==> config.mk <==
export PLATFORM = sky130hd
export DESIGN_NAME = bis_queue
export DESIGN_NICKNAME = d
export VERILOG_FILES = /design/src/design/bis_queue.sv
export SDC_FILE = /design/constraint.sdc
export NUM_CORES = 1
export LEC_CHECK = 0
export ABC_AREA = 1
export BUFFER_PORTS_ARGS = -buffer_cell sky130_fd_sc_hd__buf_2
export CORE_MARGIN = 2
export CORE_UTILIZATION = 49
export CTS_CLUSTER_SIZE = 40
export DETAILED_ROUTE_END_ITERATION = 10
export GPL_TIMING_DRIVEN = 1
export PLACE_DENSITY_LB_ADDON = 0.12
export SYNTH_ARGS = -nofsm -noshare
export SYNTH_HDL_FRONTEND = slang
export SYNTH_SLANG_ARGS = --single-unit
==> constraint.sdc <==
create_clock -name clk -period 1.73 [get_ports clk]
set_clock_uncertainty 0.2 [all_clocks]
set_input_delay 0.173 -clock clk [delete_from_list [all_inputs] [get_ports clk]]
set_output_delay 0.173 -clock clk [all_outputs]
set_load 0.02 [all_outputs]
==> src/design/bis_queue.sv <==
`timescale 1ns / 1ps
// Small command queue that decouples the front from the back.
// Depends on nothing but its parameters.
module bis_queue #(
  parameter int WIDTH = 8,
  parameter int DEPTH = 2
) (
  input  logic             clk,
  input  logic             rst_n,
  input  logic             push,
  input  logic [WIDTH-1:0] push_data,
  output logic             full,
  input  logic             pop,
  output logic [WIDTH-1:0] pop_data,
  output logic             not_empty
);

  localparam int PTR_W = (DEPTH > 1) ? $clog2(DEPTH) : 1;
  localparam int CNT_W = $clog2(DEPTH + 1);

  logic [WIDTH-1:0] slot_r [DEPTH];
  logic [PTR_W-1:0] wr_ptr_r, wr_ptr_nxt;
  logic [PTR_W-1:0] rd_ptr_r, rd_ptr_nxt;
  logic [CNT_W-1:0] count_r, count_nxt;
  logic             do_push, do_pop;

  assign full      = (count_r == CNT_W'(DEPTH));
  assign not_empty = (count_r != '0);
  assign do_push   = push && !full;
  assign do_pop    = pop && not_empty;
  assign pop_data  = slot_r[rd_ptr_r];

  always_comb begin
    wr_ptr_nxt = wr_ptr_r;
    rd_ptr_nxt = rd_ptr_r;
    count_nxt  = count_r;
    if (do_push) begin
      wr_ptr_nxt = (wr_ptr_r == PTR_W'(DEPTH - 1)) ? '0 : wr_ptr_r + 1'b1;
    end
    if (do_pop) begin
      rd_ptr_nxt = (rd_ptr_r == PTR_W'(DEPTH - 1)) ? '0 : rd_ptr_r + 1'b1;
    end
    if (do_push && !do_pop) begin
      count_nxt = count_r + 1'b1;
    end else if (do_pop && !do_push) begin
      count_nxt = count_r - 1'b1;
    end
  end

  always_ff @(posedge clk) begin
    if (!rst_n) begin
      wr_ptr_r <= '0;
      rd_ptr_r <= '0;
      count_r  <= '0;
    end else begin
      wr_ptr_r <= wr_ptr_nxt;
      rd_ptr_r <= rd_ptr_nxt;
      count_r  <= count_nxt;
    end
  end

  always_ff @(posedge clk) begin
    if (do_push) begin
      slot_r[wr_ptr_r] <= push_data;
    end
  end

endmodule

==> results_dict.tcl <==
set metrics [dict create \
    total_switching_power_uw 486.9 \
    pwr-share-seq 0.490 \
    syn_inst 62 \
    clkSlewWorstSetupHoldPaths_ns 0.11 \
    final_layout_size_suffix_gt1_frac 0.4400 \
    dr_total_vias 561 \
    synth.top_cells.by_area "sky130_fd_sc_hd__edfxtp_1, sky130_fd_sc_hd__dfxtp_1, sky130_fd_sc_hd__mux2_2" \
    area_growth_syn_to_layout_pct 33.69 \
    power_report.internal_total_uw 960.6 \
    globalRoute.totalOverflow 0 \
    status "finished clean" \
    m1WireLength_um 542 \
    grt_max_degree 13 \
    yosys_warnings 0 \
    met2WireLength_um 635 \
    holdCritPathClass "input port to register" \
    tritoncts.num_buffers 3 \
    standard_cell_with_the_maximum_stage_delay_on_the_critical_path "sky130_fd_sc_hd__dfxtp_2" \
    finalNetCount 114 \
    crit_fanout 8 \
    clockBufferDepth 2 \
    postSynthAreaPerCell_um2 13.30 \
    cts_root_buffer "sky130_fd_sc_hd__clkbuf_4" \
    tritoncts_num_sinks 21 \
    final_max_slew_viol_count 0 \
    cts_tree "done" \
    core_area_mm2 0.001541 \
    final_setup_margin_ns 0.1049 \
    detail_route.drc_violations 0 \
    ir_worst_vdd_uv 877.9 \
    finalWirelength_mm 1.246 \
    met3RoutedLength_um 50 \
    yosys.area.top_type_share 0.5827 \
    grt_first_pass_wirelength_mm 2.001 \
    final_setup_tns_ns 0 \
    pwr-share-clk 0.153 \
    setup_violations_final 0 \
    detail_route.iter0.violations 8 \
    path_class "register to output pin" \
    hold_viol_final 0 \
    first_pass_iters 3 \
    gr-usage-all-layers 0.1459 \
    cp_slowest_stage_delay_ns 0.45 \
    timing.critical_path.cells "mux2_2 > buf_2" \
    worst_slew_margin_rel 0.8705 \
    wl_per_cell_um 10.74 \
    hpwl_um 874.6 \
    io_buffers 21 \
    finalWorstPathRequiredPeriod_ns 1.625 \
    p_leak_uw 0.0004743 \
    endpoint_kind "output pin" \
    number_of_placement_rows 14 \
    yosys.cell_types.count 16 \
    power_density_mw_per_mm2 1313 \
    synth.net_count 75 \
    dieArea_mm2 0.002027 \
    start_kind "register" \
    die_h_um 45.02 \
    grt_antenna_before_repair 0 \
    highest_layer "met4" \
    antenna-diode-count 0 \
    cpLargestDelayFamily "flip-flops" \
    switching_part_of_the_total_power 0.3364 \
    max-cap-violations 0 \
    yosysSeqAreaShare 0.7041 \
    ff_latch_count_synth 21 \
    share_comb_of_total_power 0.358 \
    crit_required_ns 1.36 \
    ctsHtreeMaxLevel 1 \
    start_util 0.5349 \
    dp_slack_ns 0.1344 \
    synth_area_leader_cell "sky130_fd_sc_hd__edfxtp_1" \
    fmax_mhz 615.3 \
    final_antenna_net_count 0 \
    post_drt_via_cell_ratio 4.836 \
    synthesis.area_um2 824.5 \
    post-route-period-util 0.9394 \
    cp_data_arrival_time_ns 1.25 \
    tightest_slew_ns 0.1943 \
    worst-path-buf-inv 1 \
    rsz0062_at_grt "false" \
    gp_routability_congestion 0.7462 \
    ios 22 \
    die_w_um 45.02 \
    worst_skew_pair.late_latency_ns 0.29 \
    fill_cells 109 \
    via_count_of_the_first_global_routing_pass 521 \
]
power groups by stage:
stage / clock (µW) / combinational (µW) / sequential, µW
CTS: 230 / 514 / 709
global placement: 0 / 486 / 717
finish: 221 / 518 / 709
detailed placement: 0 / 497 / 718
floorplan: 0 / 368 / 690
global route: 258 / 573 / 723
timing repair:
action,in CTS,in global routing
hold endpoints to repair,21,0
resized for setup,1,1
pin swaps,0,1
setup buffers,0,1
hold buffers,9,0
endpoints found under the setup margin,8,1
final timing paths:
kind / start / endpoint / slack [ns] / cells after the start
max: register / pop_data[4] / 0.10 / 2
min: pop / register / 0.06 / 4
max reg2reg: count_r[1] / count_r[1] / 0.15 / 9
min reg2reg: count_r[0] / count_r[0] / 0.32 / 1
synthesized netlist by cell type:
library cell                n
sky130_fd_sc_hd__edfxtp_1  16
sky130_fd_sc_hd__nor2_1     9
sky130_fd_sc_hd__mux2_2     8
sky130_fd_sc_hd__inv_1      7
sky130_fd_sc_hd__nand2_1    6
sky130_fd_sc_hd__dfxtp_1    5
sky130_fd_sc_hd__o21ai_0    2
sky130_fd_sc_hd__a21oi_1    1
sky130_fd_sc_hd__buf_2      1
sky130_fd_sc_hd__ha_1       1
sky130_fd_sc_hd__inv_2      1
sky130_fd_sc_hd__nand2_2    1
sky130_fd_sc_hd__nand3_1    1
sky130_fd_sc_hd__nand4_1    1
sky130_fd_sc_hd__o21a_2     1
sky130_fd_sc_hd__o21ai_2    1
routing by layer:
layer  global-route usage  vias up
li1                     -      290
met2               0.2571       12
met3              0.02400        2
met1               0.1551      257
met4               0.1059        0
met5                    0        -
state kept, by name, summed over array words and instances, names as in the netlist, named ones only:
name      cells
slot_r       16
count_r       2
rd_ptr_r      1
wr_ptr_r      1
per-stage QoR:
stage	hold WS [ns]	utilization	power, µW	std cells	instance area [µm²]
floorplan	0.07187	-	1058	62	824.5
finish	0.06043	0.7151	1447	116	1102
detailed placement	0.1646	0.6323	1215	102	974.7
CTS	0.03065	0.7094	1454	115	1094
global route	0.05944	0.7151	1555	116	1102
global placement	0.1606	0.6323	1203	102	974.7
tightest hold or removal path: cells and delay by family:
kind	cells	cell delay (ns)
buffers and inverters	1	0.08
AND/OR/NAND/NOR	2	0.13
AO/OA/AOI/OAI	1	0.14
kinds of logic (layout without fill, tap and decap cells):
kind of cell    after synthesis  count (layout)  synth area share
buf+inv                       9              47           0.04248
simple gates                 18              18           0.08953
mux                           8               8            0.1093
flops                        21              21            0.7041
fa+ha+maj                     1               1           0.01517
compound gates                5               5           0.03945
placed cells by master, fill, tap and decap left out, drive strengths merged:
| cell type | netlist | routed |
|---|---|---|
| buf | 1 | 26 |
| edfxtp | 16 | 16 |
| nor2 | 9 | 9 |
| dlygate4sd3 | 0 | 9 |
| mux2 | 8 | 8 |
| inv | 8 | 8 |
| nand2 | 7 | 7 |
| dfxtp | 5 | 5 |
| clkbuf | 0 | 3 |
| o21ai | 3 | 3 |
| o21a | 1 | 1 |
| nand3 | 1 | 1 |
| nand4 | 1 | 1 |
| a21oi | 1 | 1 |
| ha | 1 | 1 |
| clkinv | 0 | 1 |
cell type report:
cell class,count,area (µm²),area share
well taps,16,20.02,0.01816
repair buffers,35,232.7,0.2111
clock inverters,1,5.005,0.004540
clock buffers,3,22.52,0.02043
flip-flops and latches,21,583.1,0.5289
inverters,8,30.03,0.02724
multi-input cells,32,209.0,0.1896
(Power assumes the default switching activity.)
