## config.mk

```make
export PLATFORM = sky130hd
export DESIGN_NAME = bis_front
export DESIGN_NICKNAME = d
export VERILOG_FILES = /design/src/design/bis_pkg.sv /design/src/design/bis_front.sv
export SDC_FILE = /design/constraint.sdc
export NUM_CORES = 1
export LEC_CHECK = 0
export BUFFER_PORTS_ARGS = -buffer_cell sky130_fd_sc_hd__buf_2
export CAP_MARGIN = 10
export CORE_AREA = 8 8 73 75
export CTS_BUF_LIST = sky130_fd_sc_hd__clkbuf_4 sky130_fd_sc_hd__clkbuf_8 sky130_fd_sc_hd__clkbuf_16
export DETAILED_ROUTE_END_ITERATION = 7
export DIE_AREA = 0 0 81 83
export PLACE_DENSITY = 0.85
export SYNTH_ARGS = -nofsm -noshare
export SYNTH_HDL_FRONTEND = slang
export SYNTH_SLANG_ARGS = --single-unit
```

## constraint.sdc

```tcl
create_clock -name clk -period 6.47 [get_ports clk]
set_input_delay 0.3235 -clock clk [delete_from_list [all_inputs] [get_ports clk]]
set_output_delay 0.3235 -clock clk [all_outputs]
set_load 0.02 [all_outputs]
```

## src/design/bis_pkg.sv

```systemverilog
`timescale 1ns / 1ps
// Package for the bilinear image sampler: operation and register codes,
// bank layout constants and the command flag type shared by the front, the back and the top level.
// Depends on nothing.
package bis_pkg;

  // Operation codes of an input beat.
  localparam logic OP_WRITE  = 1'b0;
  localparam logic OP_SAMPLE = 1'b1;

  // Configuration register indexes.
  localparam int REG_IDX_W = 2;
  localparam logic [REG_IDX_W-1:0] REG_IMAGE_COLS = 2'd0;
  localparam logic [REG_IDX_W-1:0] REG_IMAGE_ROWS = 2'd1;

  // Configuration register layout and reset values.
  localparam int REG_W = 9;
  localparam logic [REG_W-1:0] IMAGE_COLS_RST = 9'd256;
  localparam logic [REG_W-1:0] IMAGE_ROWS_RST = 9'd256;

  // Fixed field widths.
  localparam int PIX_W   = 16;
  localparam int COORD_W = 16;
  localparam int IDX_W   = 8;
  // Coordinate integer parts are compared in this width so that the
  // increment never wraps.
  localparam int CMP_W   = COORD_W + 1;

  // The store is split into four banks by row and column parity.
  localparam int NUM_BANKS = 4;
  localparam int BANK_W    = 2;

  // Depth of the command queue between front and back.
  localparam int QUEUE_DEPTH = 2;

  typedef struct packed {
    logic is_sample;
    logic oor;
  } cmd_flags_t;

endpackage

```

## src/design/bis_front.sv

```systemverilog
`timescale 1ns / 1ps
// Front of the bilinear image sampler: configuration registers, input
// decode, range check and command generation. Depends on bis_pkg.
module bis_front import bis_pkg::*; #(
  parameter int MAX_COLS  = 256,
  parameter int MAX_ROWS  = 256,
  parameter int FRAC_BITS = 8,
  localparam int COL_W    = $clog2(MAX_COLS),
  localparam int ROW_W    = $clog2(MAX_ROWS)
) (
  input  logic                 clk,
  input  logic                 rst_n,
  // configuration
  input  logic                 cfg_valid,
  output logic                 cfg_ready,
  input  logic [REG_IDX_W-1:0] cfg_index,
  input  logic [REG_W-1:0]     cfg_data,
  // input beats
  input  logic                 in_valid,
  output logic                 in_ready,
  input  logic                 in_op,
  input  logic [IDX_W-1:0]     in_pixel_col,
  input  logic [IDX_W-1:0]     in_pixel_row,
  input  logic signed [PIX_W-1:0] in_pixel_value,
  input  logic [COORD_W-1:0]   in_coord_u,
  input  logic [COORD_W-1:0]   in_coord_v,
  // command toward the queue
  input  logic                 q_full,
  output logic                 cmd_push,
  output cmd_flags_t           cmd_flags,
  output logic [ROW_W-1:0]     cmd_row,
  output logic [COL_W-1:0]     cmd_col,
  output logic [FRAC_BITS-1:0] cmd_dx,
  output logic [FRAC_BITS-1:0] cmd_dy,
  output logic [PIX_W-1:0]     cmd_wdata
);

  logic [REG_W-1:0] cols_r;
  logic [REG_W-1:0] rows_r;

  logic [CMP_W-1:0] cols_eff, rows_eff;
  logic [CMP_W-1:0] ix_x, iy_x, pcol_x, prow_x;
  logic             in_store;
  logic             sample_oor;

  assign cfg_ready = 1'b1;

  always_ff @(posedge clk) begin
    if (!rst_n) begin
      cols_r <= IMAGE_COLS_RST;
      rows_r <= IMAGE_ROWS_RST;
    end else if (cfg_valid) begin
      case (cfg_index)
        REG_IMAGE_COLS: cols_r <= cfg_data;
        REG_IMAGE_ROWS: rows_r <= cfg_data;
        default: ;
      endcase
    end
  end

  // Sizes above the store count as the store size.
  assign cols_eff = (CMP_W'(cols_r) > CMP_W'(MAX_COLS)) ? CMP_W'(MAX_COLS) : CMP_W'(cols_r);
  assign rows_eff = (CMP_W'(rows_r) > CMP_W'(MAX_ROWS)) ? CMP_W'(MAX_ROWS) : CMP_W'(rows_r);

  assign ix_x   = CMP_W'(in_coord_u >> FRAC_BITS);
  assign iy_x   = CMP_W'(in_coord_v >> FRAC_BITS);
  assign pcol_x = CMP_W'(in_pixel_col);
  assign prow_x = CMP_W'(in_pixel_row);

  assign sample_oor = (ix_x + CMP_W'(1) >= cols_eff) || (iy_x + CMP_W'(1) >= rows_eff);
  assign in_store   = (pcol_x < CMP_W'(MAX_COLS)) && (prow_x < CMP_W'(MAX_ROWS));

  assign in_ready = !q_full;

  // Writes that fall outside the store are accepted and dropped here.
  always_comb begin
    cmd_flags.is_sample = (in_op == OP_SAMPLE);
    cmd_flags.oor       = sample_oor;
    cmd_push            = in_valid && !q_full && ((in_op == OP_SAMPLE) || in_store);
    if (in_op == OP_SAMPLE) begin
      cmd_row = iy_x[ROW_W-1:0];
      cmd_col = ix_x[COL_W-1:0];
    end else begin
      cmd_row = prow_x[ROW_W-1:0];
      cmd_col = pcol_x[COL_W-1:0];
    end
    cmd_dx    = in_coord_u[FRAC_BITS-1:0];
    cmd_dy    = in_coord_v[FRAC_BITS-1:0];
    cmd_wdata = in_pixel_value;
  end

endmodule

```

==> flow_metrics.env <==
export IMPL_drive_above_1_share=0.383
export IMPL_place_congestion=0.749
export IMPL_die_area_mm2=0.00672
export IMPL_io_pins=134
export IMPL_antenna_diode_count=0
export IMPL_drt_wirelength_per_cell_um=14.2
export IMPL_rsz0062_at_grt="no"
export IMPL_seq_area_frac_synth=0.201
export IMPL_die_w_um=81
export IMPL_power_switching_w=0.0000872
export IMPL_dr_pass1_iters=4
export IMPL_path_max_fanout=5
export IMPL_grt_overflow_total=0
export IMPL_ys_warn_count=0
export IMPL_crit_required_ps=6150
export IMPL_utilization=0.471
export IMPL_initialDrtViolationCount=55
export IMPL_grt_pass1_wl_um=6530
export IMPL_drv_cap=0
export IMPL_worst_ep_arrival_time_ps=2540
export IMPL_globalRouteTotalUtil=0.114
export IMPL_drtAntennaViolNets=0
export IMPL_layout_common_cells="buf_2, nand2_1, ha_1, nor2b_1, dfxtp_1"
export IMPL_post_cts_setup_buffer_count=0
export IMPL_cts_resized=0
export IMPL_nFillCells=407
export IMPL_synthCells=207
export IMPL_hold_viol_final=0
export IMPL_start_util=0.427
export IMPL_synthToLayoutAreaGrowth_pct=10.1
export IMPL_combPwrFrac=0.307
export IMPL_r2r_worst_path_cells=2
export IMPL_p_sw_frac=0.291
export IMPL_nets=342
export IMPL_vias=1448
export IMPL_cts_root_buffer="clkbuf_8"
export IMPL_avgSynthCellArea_um2=8.68
export IMPL_cts_max_level=1
export IMPL_drc=0
export IMPL_via_per_inst=4.96
export IMPL_grt_max_degree=19
export IMPL_wl_um=4130
export IMPL_endpoint_kind="output pin"
export IMPL_synth_area_mm2=0.00180
export IMPL_worstSkewPairLatency_ps=250
export IMPL_antenna_found_initial=0
export IMPL_postCtsHoldBufs=0
export IMPL_whs_path_depth=3
export IMPL_mostFrequentLayoutCell="buf_2"
export IMPL_clkSinkCount=18
export IMPL_clkPwrFrac=0.304
export IMPL_r2r_setup_slack_ps=5560
export IMPL_setup_violations=0
export IMPL_synth_area_leaders="dfxtp_1, buf_4, ha_1"
export IMPL_power_leakage_nw=0.933
export IMPL_fin_crit_ps=2860
export IMPL_placementRows=24
export IMPL_setup_tns_ps=0
export IMPL_worst_slew_pin_slew_ps=565
export IMPL_path_class="input pin to output pin"
export IMPL_detailed_place_hpwl_um=3500
export IMPL_core_area_mm2=0.00420
export IMPL_yosysTopAreaCellShare=0.201
export IMPL_status="finished clean"
export IMPL_path_clk_slew_ps=70
export IMPL_timing_rr_start="cols_r[8]$_SDFFE_PN1P_"
export IMPL_first_global_vias=1512
export IMPL_timing_rr_end="cols_r[8]$_SDFFE_PN1P_"
export IMPL_post_route_period_util=0.442
export IMPL_maxSlewViolCount=0
export IMPL_ys_seq_elements=18
export IMPL_startpoint="in_coord_u[8]"
export IMPL_slew_headroom=0.622
export IMPL_yosysTopAreaCell="dfxtp_1"
export IMPL_hp_start="cfg_data[8]"
export IMPL_timing_hold_worst_endpoint="cols_r[8]$_SDFFE_PN1P_"
export IMPL_synth_cell_type_count=31
export IMPL_synth_fp_nets=308
export IMPL_skew_ps=0
export IMPL_start_kind="input pin"
export IMPL_die_y_um=83
export IMPL_powerDensity_mw_per_mm2=152
export IMPL_numCtsBuffers=3
export IMPL_hp_class="input pin to flop"
export IMPL_p_seq_frac=0.389
export IMPL_p_int_w=0.000213
export IMPL_peakVddDrop_v=0.000137
export IMPL_cts_tree="yes"
export IMPL_holdWs_ps=313
export IMPL_clock_path_buffers=2
export IMPL_fmax_ghz=0.349
export IMPL_port_buffer_count=68
==> how the worst max path moves through the flow <==
stage	endpoint	slack [ps]	cells past startpoint
after detailed placement	cmd_flags[0]	3610	11
final	cmd_flags[0]	3610	11
after global placement	cmd_flags[0]	3700	11
after floorplan	cmd_flags[0]	3890	10
after CTS	cmd_flags[0]	3610	11
after global routing	cmd_flags[0]	3520	11
==> layout make-up <==
| cell class | instances | area (um^2) | share of cell area |
|---|---|---|---|
| Tap cell | 52 | 65.1 | 0.0329 |
| Multi-Input combinational cell | 146 | 1140 | 0.576 |
| Timing Repair Buffer | 69 | 348 | 0.176 |
| Sequential cell | 18 | 360 | 0.182 |
| Inverter | 3 | 11.3 | 0.00569 |
| Clock buffer | 4 | 55.1 | 0.0278 |
==> per-stage QoR <==
step | cell area (um^2) | instances | total power [W] | setup WS (ps)
after floorplan | 1800 | 207 | 0.000206 | 3890
after global placement | 1920 | 288 | 0.000208 | 3700
after detailed placement | 1920 | 288 | 0.000211 | 3610
after CTS | 1980 | 292 | 0.000302 | 3610
after global routing | 1980 | 292 | 0.000316 | 3520
final | 1980 | 292 | 0.000300 | 3610
==> state kept, by name (all words and copies together) (netlist names) <==
name	count
cols_r	9
rows_r	9
==> cells by family after synthesis <==
logic type	after synthesis	share of synthesized area
and+or+nand+nor	65	0.187
buffers and inverters	43	0.166
muxes	32	0.189
adders and majority gates	20	0.139
DFF	18	0.201
AOI/OAI and AO/OA	16	0.0578
xor gates and xnor gates	12	0.0585
other	1	0.00209
==> routing by layer <==
layer	up-vias	wire length (um)	track usage
met4	0	38	0.0211
met2	35	2200	0.211
li1	740	-	-
met5	-	0	0
met3	2	266	0.0442
met1	671	1630	0.117
==> worst max-delay path, cell delays in order <==
cell and delay [ps]:
buf_2 120, and3_1 180, nand3_1 120, or2_2 320, xnor2_1 130, ha_1 310, a21o_1 190, a2111oi_2 340
o21ai_1 110, a211o_1 230, buf_2 160
==> cells in the mapped netlist <==
master	number
buf_4	35
nand2_1	22
ha_1	20
nor2b_1	19
dfxtp_1	18
mux2_2	16
mux2i_1	16
xnor2_1	8
nand3_1	7
a21oi_1	5
nor2_1	5
and3_1	4
buf_2	4
xor2_1	4
o21ai_1	3
a21o_1	2
clkinv_1	2
nand2b_1	2
o21ai_0	2
or2_2	2
a2111oi_2	1
a211o_1	1
a211oi_1	1
clkbuf_1	1
conb_1	1
inv_1	1
nand3b_1	1
nand4_1	1
nand4b_1	1
nor3b_1	1
o211ai_1	1
==> power groups by stage <==
stage | registers (W) | clock network [W] | logic [W]
after floorplan | 0.000119 | 0 | 0.0000878
after global placement | 0.000119 | 0 | 0.0000891
after detailed placement | 0.000119 | 0 | 0.0000921
after CTS | 0.000117 | 0.0000928 | 0.0000926
after global routing | 0.000117 | 0.0000982 | 0.000101
final | 0.000117 | 0.0000911 | 0.0000920
(Power assumes the default switching activity.)
